## config.mk

```make
export PLATFORM = sky130hd
export DESIGN_NAME = brs_queue
export DESIGN_NICKNAME = d
export VERILOG_FILES = /design/src/rtl/brs_pkg.sv /design/src/rtl/brs_queue.sv
export VERILOG_INCLUDE_DIRS = /design/src /design/src/rtl
export SDC_FILE = /design/constraint.sdc
export NUM_CORES = 1
export LEC_CHECK = 0
export ABC_AREA = 1
export BUFFER_PORTS_ARGS = -buffer_cell sky130_fd_sc_hd__buf_4
export CAP_MARGIN = 5
export CORE_MARGIN = 3
export CORE_UTILIZATION = 56
export CTS_BUF_LIST = sky130_fd_sc_hd__clkbuf_16
export DETAILED_ROUTE_END_ITERATION = 16
export PLACE_DENSITY = 0.84
export SLEW_MARGIN = 0
export SYNTH_ARGS = -nofsm -noshare
export SYNTH_HDL_FRONTEND = slang
export SYNTH_SLANG_ARGS = --single-unit
```

## constraint.sdc

```tcl
create_clock -name clock -period 7.5 [get_ports clock]
set_input_delay 1.5 -clock clock [delete_from_list [all_inputs] [get_ports clock]]
set_output_delay 1.5 -clock clock [all_outputs]
set_load 0.01 [all_outputs]
```

## src/rtl/assert_macros.svh

```systemverilog
// assertion helpers shared by the rtl
`ifndef ASSERT_MACROS_SVH
`define ASSERT_MACROS_SVH

// condition must hold at every edge outside reset
`define BRS_ASSERT_ALWAYS(lbl, clk, rst, cond, msg) \
   lbl: assert property (@(posedge clk) disable iff (rst) (cond)) else $error(msg);

// consequent must hold in the same cycle as the antecedent
`define BRS_ASSERT_IMPLIES(lbl, clk, rst, ante, cons, msg) \
   lbl: assert property (@(posedge clk) disable iff (rst) (ante) |-> (cons)) else $error(msg);

`endif

```

## src/rtl/brs_pkg.sv

```systemverilog
package brs_pkg;

   localparam int MAX_ELEMENTS = 1024;
   localparam int BLOCK_SIZE   = 32;
   localparam int NUM_BLOCKS   = (MAX_ELEMENTS + BLOCK_SIZE - 1) / BLOCK_SIZE;
   localparam int ADDR_W       = $clog2(MAX_ELEMENTS);
   localparam int OFS_W        = $clog2(BLOCK_SIZE);
   localparam int BLK_W        = ADDR_W - OFS_W;
   localparam int CNT_W        = OFS_W + 1;
   localparam int IDX_W        = 11;
   localparam int DELTA_W      = 32;
   localparam int VAL_W        = 64;
   localparam int QUEUE_DEPTH  = 2;
   localparam int QPTR_W       = $clog2(QUEUE_DEPTH);
   localparam logic [IDX_W-1:0] ACTIVE_RESET = 11'd1024;

   typedef enum logic {
      OP_ADD = 1'b0,
      OP_SUM = 1'b1
   } op_type;

   typedef enum logic {
      STS_DONE    = 1'b0,
      STS_INVALID = 1'b1
   } status_type;

   typedef enum logic [2:0] {
      BK_CLEAR,
      BK_IDLE,
      BK_START,
      BK_WALK,
      BK_MUL,
      BK_ACC,
      BK_INNER,
      BK_DONE
   } bk_state_type;

   // one classified operation, zero-based positions
   typedef struct packed {
      op_type                     op;
      logic                       bad;
      logic [ADDR_W-1:0]          lo;
      logic [ADDR_W-1:0]          hi;
      logic signed [DELTA_W-1:0]  delta;
   } cmd_type;

   // queue occupancy seen by both sides
   typedef struct packed {
      logic full;
      logic empty;
   } q_stat_type;

endpackage

```

## src/rtl/brs_queue.sv

```systemverilog
`include "assert_macros.svh"

module brs_queue (
   input  logic                 clock,
   input  logic                 reset,
   input  logic                 push,
   input  brs_pkg::cmd_type     push_cmd,
   input  logic                 pop,
   output brs_pkg::cmd_type     head,
   output brs_pkg::q_stat_type  q_stat
);

   brs_pkg::cmd_type             slot_ff [brs_pkg::QUEUE_DEPTH];
   logic [brs_pkg::QPTR_W-1:0]   wr_ff, wr_in;
   logic [brs_pkg::QPTR_W-1:0]   rd_ff, rd_in;
   logic [brs_pkg::QPTR_W:0]     cnt_ff, cnt_in;

   // pointer and count update
   always_comb begin
      wr_in  = push ? wr_ff + brs_pkg::QPTR_W'(1) : wr_ff;
      rd_in  = pop ? rd_ff + brs_pkg::QPTR_W'(1) : rd_ff;
      cnt_in = cnt_ff + (brs_pkg::QPTR_W+1)'(push) - (brs_pkg::QPTR_W+1)'(pop);
   end

   always_ff @(posedge clock) begin
      if (reset) begin
         wr_ff  <= '0;
         rd_ff  <= '0;
         cnt_ff <= '0;
      end else begin
         wr_ff  <= wr_in;
         rd_ff  <= rd_in;
         cnt_ff <= cnt_in;
      end
   end

   // storage
   always_ff @(posedge clock) begin
      if (push) begin
         slot_ff[wr_ff] <= push_cmd;
      end
   end

   assign head         = slot_ff[rd_ff];
   assign q_stat.full  = (cnt_ff == (brs_pkg::QPTR_W+1)'(brs_pkg::QUEUE_DEPTH));
   assign q_stat.empty = (cnt_ff == '0);

   `BRS_ASSERT_ALWAYS(a_cnt_bound, clock, reset, cnt_ff <= (brs_pkg::QPTR_W+1)'(brs_pkg::QUEUE_DEPTH), "queue count over depth")
   `BRS_ASSERT_IMPLIES(a_no_pop_empty, clock, reset, pop, !q_stat.empty, "pop from empty queue")

endmodule

```

== After elaboration in Yosys (flattened, before gate mapping) ==
Memory sizes are Yosys's and may differ from the RTL's. A register that Yosys moved wholly into a read port is not among the register bits.
Index checks and enable logic that the tools add are counted.
Storage, ports and cells
  register bits after elaboration: 4
  RAM bits: 108
  bits of input ports: 58
  word-level logic and storage cells: 14
  memories kept: 1
Memories
  slot_ff: words 2, width 54, rd ports 1, clocked after memory_dff 1, write ports 1, line brs_queue.sv:13  | brs_pkg::cmd_type slot_ff [brs_pkg::QUEUE_DEPTH];
Operators by class
  add/sub/neg operators: 4
  equality and inequality tests: 1
  multiplexer cells: 4
  reduce and logical (&&, ||, !) cells: 1
Operator list (count)
  2-to-1 mux 1 bit: 4
  adder 1 bit (second input constant): 2
  adder 2 x 1 -> 2 bit: 1
  equality test 2 bit (second input constant): 1
  zero test 2 bit: 1
  subtractor 2 x 1 -> 2 bit: 1

== Logic depth before layout (Yosys ltp) ==
  depth after elaboration: 3
  mapped depth: 9
  depth with buffers taken out: 9

== Worst setup path before layout ==
No wires, ideal clock.
  path type: in2reg
  start point: in push
  end point: mem slot_ff[0][0] (netlist name) (enable)
  setup time: 467 ps
  data arrival time: 3807 ps
  slack: 3226 ps
  stages on the path: 2
  buffers on the path: 0
  path through: inv_1 -> nor2_1
On the way
  word-level cells in the longest chain between the ends: 2
Ends and longest elaborated chain
  from (decl): line brs_queue.sv:6  | input logic push,
  2-to-1 mux 1 bit: line brs_queue.sv:39  | if (push) begin
  2-to-1 mux 1 bit (implied by the code): line brs_queue.sv:40  | slot_ff[wr_ff] <= push_cmd;
  to (decl): line brs_queue.sv:13
No other way between the ends.

==> run metrics <==
warnings from Yosys=0; detailed-route DRC error count=0; status=finished clean; CTS tree=yes; dpl ws=4290 ps; Vert. Die Dim=94.4 um; relative slew slack=34.0%; Worst Clk Skew=6.71 ps; Final WS setup=4030 ps; commonest non-fill, non-tap cell in the layout=buf_4; CP Max Fanout=54; Routed WL per cell=16.6 um; Peak Freq=0.288 GHz; Hold Path Depth=2; Mapped Cells=200; final worst-path cycle share=46.2%; Hold Crit Start=wr_ff$_SDFFE_PP0P_; Iter 0 DRT Violations=102; syn_nets=260; # rows=31; Core Box Area=7410 um^2; FF-to-FF Start=wr_ff$_SDFFE_PP0P_; pin count of the biggest net entering global routing=55; reg2reg path depth=2; drt pass-1 iters=4; initial antenna violation count=0; total routed wirelength=7.32 mm; final setup fails=0; Final min period=3470 ps; number of global-route vias before repair=2309; post-CTS sizing=0; setup TNS=0 ps; Logic pwr share=10.0%; IO Count=114; r2r setup slk=5620 ps; H-tree Lvls=4; total power=0.00178 W; GP Congestion=0.682; switching power=0.000356 W; Req. time, crit path=6000 ps; switching part of the total=20.0%; RSZ-0062 raised after global routing=false; part of the power in registers=42.4%; Layout Nets=388; first-pass GRT wire length=11.4 mm; Slew @ Worst Pin=988 ps; Fin. Hold Viols=0; Post-CTS Setup Inserts=0; post-synthesis cell type count=14; Startpoint Class=flip-flop; clock power share=47.6%; Mapped Area=4380 um^2; HP Class=reg -> reg; Area Growth Syn to Fin=34.9%; Via Count=2167; Clock Latency Late Sink=390 ps; sequential area share after synthesis=76.4%; Critical Path End Type=output port; Die Footprint=8920 um^2; DPL Wire Length=4.65 mm; hold path endpoint=wr_ff$_SDFFE_PP0P_; Post-DRT Antenna Nets=0; initial core utilization=59.1%; cts bufs inserted=17; maximum vdd ir drop=0.238 mV; flops & latches, synth=113; remaining global-route overflow=0; CTS Hold Bufs=0; Static Leak=2.40 nW; P_int=0.00143 W; clock root cell=clkbuf_16; worst hold slack=566 ps; fraction of layout cells with a size suffix above 1=58.9%; Slew Limit Fails=0; Pwr Density=302 nW/um^2; Crit path arrival time=1970 ps; Max Cap Viol=0; Max clock buf depth=2; Avg Inst Size Synth=21.9 um^2; Tot GR Track Use=17.7%; Via density=4.93; clock-pin slew on the worst setup and hold paths=50 ps; kind of critical path=reg -> out; Horiz. Die Dim=94.4 um; # port buffers=113; ANT cells=0; clk sink count=113; most frequent cells in the layout=buf_4, edfxtp_1, mux2_4; FF-to-FF End=slot_ff[0][8]$_DFFE_PP_
## state kept, by name (all words and copies together), names as in the netlist, named ones only
name     count
cnt_ff       2
rd_ff        1
slot_ff    108
wr_ff        1
## per-stage QoR
stage / cell area (um^2) / std cells / util, %
2_1_floorplan: 4380 / 200 / -
3_3_place_gp: 5270 / 408 / 71.1
3_5_place_dp: 5270 / 408 / 71.1
4_1_cts: 5900 / 440 / 79.7
5_1_grt: 5900 / 440 / 79.7
6_report: 5900 / 440 / 79.7
## cells in the mapped netlist
cell / instances / area [um^2]
nor3_1: 1 / 5.00
mux2_2: 4 / 45.0
edfxtp_1: 108 / 3240
nand3_1: 1 / 5.00
inv_1: 9 / 33.8
buf_6: 1 / 11.3
mux2_4: 50 / 751
nor2_1: 8 / 30.0
xnor2_1: 1 / 8.76
ha_1: 2 / 25.0
dfxtp_1: 5 / 100
nand2_1: 4 / 15.0
buf_12: 5 / 100
a21oi_1: 1 / 5.00
## how the worst max path moves through the flow
stage | from | endpoint | slack, ps | cells after the start
after floorplan | push | slot_ff[0][0]$_DFFE_PP_ | 3230 | 2
after global placement | push | slot_ff[0][11]$_DFFE_PP_ | 4330 | 4
after detailed placement | push | slot_ff[0][2]$_DFFE_PP_ | 4290 | 4
after CTS | flip-flop | head[47] | 3980 | 2
after global routing | flip-flop | head[47] | 3920 | 2
final | flip-flop | head[46] | 4030 | 2
## cell type report
cell class                      instances  area (um^2)
Clock buffer                           17          425
Clock inverter                         15          214
Timing Repair Buffer                  115          863
Inverter                                9         33.8
Multi-Input combinational cell         72          897
Fill cell                             388         1500
Sequential cell                       113         3350
Tap cell                               99          124
## power by group through the flow
stage | sequential (W) | clock [W] | combinational (W)
finish | 0.000757 | 0.000849 | 0.000179
global route | 0.000761 | 0.000892 | 0.000192
CTS | 0.000757 | 0.000863 | 0.000182
detailed placement | 0.000769 | 0 | 0.000180
global placement | 0.000766 | 0 | 0.000175
floorplan | 0.000752 | 0 | 0.000116
## per-layer routing
layer | global-route usage, % | vias up | wire, um
met3 | 6.61 | 7 | 395
li1 | - | 1030 | -
met2 | 29.3 | 70 | 3950
met4 | 7.82 | 0 | 95
met5 | 0 | - | 0
met1 | 20.6 | 1060 | 2880
## worst max-delay path: stages (launching register included)
cell and delay (ps):
dfxtp_4 990, mux2_2 420, buf_4 140
## logic make-up after synthesis
group,Yosys count,share of synthesized area [%]
fa+ha+maj,2,0.572
buf+inv,15,3.32
compound gates,1,0.114
flops,113,76.4
xor+xnor,1,0.200
simple gates,14,1.26
mux,54,18.2
Power figures use the tool's default switching activity.
