==> src/rtl/assert_macros.svh <==
// assertion helpers shared by the rtl
`ifndef ASSERT_MACROS_SVH
`define ASSERT_MACROS_SVH

// condition must hold at every edge outside reset
`define BRS_ASSERT_ALWAYS(lbl, clk, rst, cond, msg) \
   lbl: assert property (@(posedge clk) disable iff (rst) (cond)) else $error(msg);

// consequent must hold in the same cycle as the antecedent
`define BRS_ASSERT_IMPLIES(lbl, clk, rst, ante, cons, msg) \
   lbl: assert property (@(posedge clk) disable iff (rst) (ante) |-> (cons)) else $error(msg);

`endif

==> src/rtl/brs_pkg.sv <==
package brs_pkg;

   localparam int MAX_ELEMENTS = 1024;
   localparam int BLOCK_SIZE   = 32;
   localparam int NUM_BLOCKS   = (MAX_ELEMENTS + BLOCK_SIZE - 1) / BLOCK_SIZE;
   localparam int ADDR_W       = $clog2(MAX_ELEMENTS);
   localparam int OFS_W        = $clog2(BLOCK_SIZE);
   localparam int BLK_W        = ADDR_W - OFS_W;
   localparam int CNT_W        = OFS_W + 1;
   localparam int IDX_W        = 11;
   localparam int DELTA_W      = 32;
   localparam int VAL_W        = 64;
   localparam int QUEUE_DEPTH  = 2;
   localparam int QPTR_W       = $clog2(QUEUE_DEPTH);
   localparam logic [IDX_W-1:0] ACTIVE_RESET = 11'd1024;

   typedef enum logic {
      OP_ADD = 1'b0,
      OP_SUM = 1'b1
   } op_type;

   typedef enum logic {
      STS_DONE    = 1'b0,
      STS_INVALID = 1'b1
   } status_type;

   typedef enum logic [2:0] {
      BK_CLEAR,
      BK_IDLE,
      BK_START,
      BK_WALK,
      BK_MUL,
      BK_ACC,
      BK_INNER,
      BK_DONE
   } bk_state_type;

   // one classified operation, zero-based positions
   typedef struct packed {
      op_type                     op;
      logic                       bad;
      logic [ADDR_W-1:0]          lo;
      logic [ADDR_W-1:0]          hi;
      logic signed [DELTA_W-1:0]  delta;
   } cmd_type;

   // queue occupancy seen by both sides
   typedef struct packed {
      logic full;
      logic empty;
   } q_stat_type;

endpackage

==> src/rtl/brs_intf.sv <==
interface brs_req_if;
   logic                                  valid;
   logic                                  ready;
   logic                                  opcode;
   logic [brs_pkg::IDX_W-1:0]             left_index;
   logic [brs_pkg::IDX_W-1:0]             right_index;
   logic signed [brs_pkg::DELTA_W-1:0]    delta;
   modport source (output valid, opcode, left_index, right_index, delta, input ready);
   modport sink (input valid, opcode, left_index, right_index, delta, output ready);
endinterface


==> src/rtl/brs_front.sv <==
module brs_front (
   brs_req_if.sink                    req,
   input  logic [brs_pkg::IDX_W-1:0]  active_length,
   input  logic                       clearing,
   input  brs_pkg::q_stat_type        q_stat,
   output logic                       push,
   output brs_pkg::cmd_type           cmd
);

   logic [brs_pkg::IDX_W-1:0] l_m1;
   logic [brs_pkg::IDX_W-1:0] r_m1;
   logic                      bad;

   // take a word when the queue has room and memory is initialized
   assign req.ready = !q_stat.full && !clearing;
   assign push      = req.valid && req.ready;

   // range check
   assign bad = (req.left_index == '0) ||
                (req.left_index > req.right_index) ||
                (req.right_index > active_length) ||
                (req.right_index > brs_pkg::IDX_W'(brs_pkg::MAX_ELEMENTS));

   assign l_m1 = req.left_index - brs_pkg::IDX_W'(1);
   assign r_m1 = req.right_index - brs_pkg::IDX_W'(1);

   // classified command
   always_comb begin
      cmd.op    = brs_pkg::op_type'(req.opcode);
      cmd.bad   = bad;
      cmd.lo    = l_m1[brs_pkg::ADDR_W-1:0];
      cmd.hi    = r_m1[brs_pkg::ADDR_W-1:0];
      cmd.delta = req.delta;
   end

endmodule

==> src/flat_wrapper.sv <==
// flat-port wrapper written by rule: the top's interface ports become plain ports
module brs_front_flat 
  (active_length, clearing, q_stat, push, cmd, req_valid, req_opcode, req_left_index, req_right_index, req_delta, req_ready);
  brs_req_if req_i ();
  input  logic [brs_pkg::IDX_W-1:0] active_length;
  input  logic clearing;
  input  brs_pkg::q_stat_type q_stat;
  output logic push;
  output brs_pkg::cmd_type cmd;
  input wire logic [$bits(req_i.valid)-1:0] req_valid;
  input wire logic [$bits(req_i.opcode)-1:0] req_opcode;
  input wire logic [$bits(req_i.left_index)-1:0] req_left_index;
  input wire logic [$bits(req_i.right_index)-1:0] req_right_index;
  input wire logic [$bits(req_i.delta)-1:0] req_delta;
  output wire logic [$bits(req_i.ready)-1:0] req_ready;
  assign req_i.valid = req_valid;
  assign req_i.opcode = req_opcode;
  assign req_i.left_index = req_left_index;
  assign req_i.right_index = req_right_index;
  assign req_i.delta = req_delta;
  assign req_ready = req_i.ready;
  brs_front u_core (.req(req_i), .active_length(active_length), .clearing(clearing), .q_stat(q_stat), .push(push), .cmd(cmd));
endmodule
==> config.mk <==
export PLATFORM = sky130hd
export DESIGN_NAME = brs_front_flat
export DESIGN_NICKNAME = d
export VERILOG_FILES = /design/src/rtl/assert_macros.svh /design/src/rtl/brs_pkg.sv /design/src/rtl/brs_intf.sv /design/src/rtl/brs_front.sv /design/src/flat_wrapper.sv
export SDC_FILE = /design/constraint.sdc
export NUM_CORES = 1
export LEC_CHECK = 0
export BUFFER_PORTS_ARGS = -buffer_cell sky130_fd_sc_hd__buf_2
export CAP_MARGIN = 20
export CORE_MARGIN = 5
export CORE_UTILIZATION = 30
export DETAILED_ROUTE_END_ITERATION = 12
export PLACE_DENSITY = 0.72
export SLEW_MARGIN = 25
export SYNTH_ARGS = -nofsm -noshare
export SYNTH_HDL_FRONTEND = slang
export SYNTH_SLANG_ARGS = --single-unit
==> constraint.sdc <==
create_clock -name vclk -period 4.7
set_input_delay 0.705 -clock vclk [all_inputs]
set_output_delay 0.705 -clock vclk [all_outputs]
set_load 0.01 [all_outputs]
After elaboration in Yosys (flattened, before gate mapping) --
Index checks and enable logic that the tools add are counted.
Storage, ports and cells: register bits 0, input bits 70, word-level logic and storage cells 13, output and inout bits 56
Operators by class: order comparisons 3, add/sub/neg operators 2, reduce and logical (&&, ||, !) cells 8
Operators with widths (count):
- > comparator 11 bit | 2
- subtractor 10 x 1 -> 10 bit, second input constant | 2
- > comparator 11 bit, second input constant | 1
- logical NOT 11 bit | 1
- logical OR 1 bit | 3
- logical AND 1 bit | 2
- logical NOT 1 bit | 2

Logic depth before layout (Yosys ltp) --
depth in word-level cells 4, mapped depth 8, depth with buffers taken out 7

Least setup slack after synthesis --
No wires, ideal clock.
kind input port to output port, start point in req_left_index[4], end point out cmd[52] in the netlist's numbering, data required time 3995 ps, buffers on the path 1, setup slack 1911 ps, arrival 2084 ps, stages on the path 5, path through or3_1 or3b_4 or4_1 nand4_1 buf_4
On the way: longest elaborated chain between the ends 4, elaborated cells on any way between the ends 5, those cells by class 1 x order compare; 4 x reduce/logical
Ends and longest elaborated chain:
- start, declared | line flat_wrapper.sv:12 | input wire logic [$bits(req_i.left_index)-1:0] req_left_index;
- > comparator 11 bit / logical NOT 11 bit (equally long branches) | line brs_front.sv:20, brs_front.sv:19
- logical OR 1 bit (*) | line brs_front.sv:19 | assign bad = (req.left_index == '0) ||
- logical OR 1 bit (*) | line brs_front.sv:20 | (req.left_index > req.right_index) ||
- logical OR 1 bit (*) | line brs_front.sv:21 | (req.right_index > active_length) ||
- end, declared | line flat_wrapper.sv:9 | output brs_pkg::cmd_type cmd;
Every way passes the cells marked *; elsewhere a longest branch is shown, timed or not.

==> impl_summary.txt <==
----------------------------------------------------
[Timing]
  Total Negative Setup Slacks ... 0 ns
  Final-report setup violation count ... 0
  Setup slack of the critical path after layout ... 1.696 ns
  Achievable frequency ... 332.9 MHz
  Unrepaired setup endpoints after global routing ... no
  Hold Violations, Final ... 0
  Final slew viol count ... 0
  Final clock period utilization by the worst path ... 0.6391
  Post-route minimum period ... 3.004 ns
  Worst slew margin relative to its limit ... 0.7627
  Transition at the pin with the smallest max-transition slack ... 0.3515 ns

[Place]
  HPWL after DPL ... 2.519 mm
  Global placer's final weighted congestion ... 0.7272
  Placed cell areas ... 1232 sq um
  Instance count after placement with tap cells included ... 234
  Port buffer count ... 59
  Post-placement setup slack ... 1.680 ns

[Die]
  Area of the core ... 3661 sq um
  Die area ... 5103 sq um
  Chip Height ... 71.44 microns
  Boundary pin count ... 126
  Row count ... 22
  Starting Density ... 0.3093
  DIE WIDTH ... 71.44 microns

[Logic synthesis]
  Library cell with the highest instance count after synthesis ... buf_4
  Cells taking the most area after synthesis ... ha_1, buf_4, inv_1
  Distinct cell type count after synthesis ... 25
  Net count after synthesis ... 255
  Sequential cell area fraction in the yosys report ... 0
  Average instance area after synthesis ... 7.033 sq um
  Biggest area consumer among synthesized cells ... ha_1
  Count of synthesis-stage warnings from yosys ... 0
  Cell count after synthesis ... 161
  Combined area of all synthesized cells ... 1132 sq um
  Fraction of post-synthesis cell area in the top cell type by area ... 0.2652
  Synth cell count leaders ... buf_4, inv_1, ha_1, a21oi_1, xnor2_1

[Final layout]
  Fraction of the core area covered by cells at the end of the flow ... 0.3366
  Share of layout cells above drive strength 1 ... 0.3226
  Fill cell count ... 425
  Ant diodes ... 0
  Final-stage net count ... 282
  Synthesis-to-finish area growth ... 8.840%
  Post-route cell area ... 1232 sq um
  Count of sequential standard cells ... 0
  Final standard cell count with taps included and fillers excluded ... 234
  Area occupied by registers ... 0 sq um
  # clk buffers ... 0
  Area used by multi-input combinational logic ... 775.7 sq um

[Routing]
  Vias per cell ... 4.551
  Detail-routed net length per standard cell ... 11.57 microns
  Detailed router's first-iteration violation count ... 28
  Detailed-router iteration count before antenna repair ... 4
  Total number of vias ... 1065
  Post-route DRC violation count ... 0
  Number of routed nets with antenna violations ... 0
  Post-detailed-routing wire length ... 2.707 mm

[Setup path]
  Crit path arrival time ... 2.30 ns
  Worst setup EP type ... primary output
  Critical Setup Path Class ... input port to primary output
  Critical Path Fanout Max ... 3
  Startpoint kind of the worst setup timing path ... input port
  CP required ... 3.99 ns

[Global route]
  Met1 track demand over resource in global routing ... 0.1302
  Number of antenna violations at the first check in global routing ... 0
  Met2 demand-to-capacity share in global routing ... 0.1816
  Number of global-route vias before repair ... 1069
  Sum of overflow across all layers after global routing ... 0
  GRT Total Usage ... 0.1035
  Global-route wire length before repair ... 4.567 mm
  GR peak layer ... met2
  Pin count of the biggest net entering global routing ... 6
  Met3 usage in global routing ... 0.02665

[Power]
  Share of power burned in the clock network ... 0
  Register share of total power ... 0
  Share of total power consumed by net switching ... 0.5378
  Power dissipated by switching net loads ... 55.83 uW
  Combinational Power Share ... 1.000
  Internal power ... 47.98 uW
  P per Cell Area ... 84.23 nW/um^2
  Cell leakage power ... 0.0007129 uW
  Largest vdd supply drop ... 0.02411 mV

[Hold path]
  Worst hold path type ... input port to primary output

[CTS]
  Quantity of gates resized following cts ... 0
  # Post-CTS Setup Buffers ... 0
  Count of hold-fix buffers inserted at cts ... 0

[Outcome]
  Status ... complete, no violations

[Job]
  Maximum capacitance violations ... 0

----------------------------------------------------
-- critical path, cell delays in order --
cell     delay [ns]
buf_2          0.12
or3_1          0.39
or3b_4         0.42
or4_1          0.41
nand4_1        0.11
buf_2          0.13
-- placed cells by master, fill, tap and decap left out --
cell type / instances
nand4_1: 6
ha_1: 24
o2111ai_1: 1
o311ai_0: 1
nand2b_1: 2
nor2b_1: 1
nand2_1: 6
nand3b_1: 1
o21ai_0: 4
a41o_1: 1
or3_1: 3
o21bai_1: 1
nor3_1: 7
and2_1: 1
or4_1: 1
buf_2: 59
nand3_1: 5
or3b_4: 1
a21oi_1: 10
xnor2_1: 9
nor4_1: 1
a21o_1: 2
xor2_1: 7
inv_1: 27
nor2_1: 5
-- per-stage QoR --
step           hold WS [ns]  power [uW]
2_1_floorplan         1.457       88.69
3_3_place_gp          1.410       103.1
3_5_place_dp          1.410       105.0
4_1_cts               1.410       105.7
5_1_grt               1.410       121.3
6_report              1.410       103.8
-- layout make-up --
| class | count | area share |
|---|---|---|
| repair buffers | 59 | 0.2396 |
| inverters | 27 | 0.08223 |
| multi-input cells | 100 | 0.6294 |
| well taps | 48 | 0.04873 |
-- per-layer routing --
metal / vias to the layer above / routed length (microns)
li1: 557 / -
met1: 463 / 1150
met2: 39 / 1237
met3: 6 / 283
met4: 0 / 36
met5: - / 0
-- final timing paths --
kind	startpoint	end	depth (start not counted)
max	req_left_index[4]	cmd[52]	6
min	req_delta[10]	cmd[10]	0
-- power by group through the flow --
stage               Combinational [uW]  Clock, uW  Sequential (uW)
floorplan                         88.7          0                0
global placement                   103          0                0
detailed placement                 105          0                0
CTS                                106          0                0
global route                       121          0                0
finish                             104          0                0
-- cells by family after synthesis --
group                    synth area share
AND/OR/NAND/NOR                    0.1901
buffers and inverters              0.3149
adder cells (fa/ha/maj)            0.2652
AO/OA/AOI/OAI                      0.1061
XOR/XNOR                           0.1238
No activity file was read; power rests on OpenSTA's default activity.
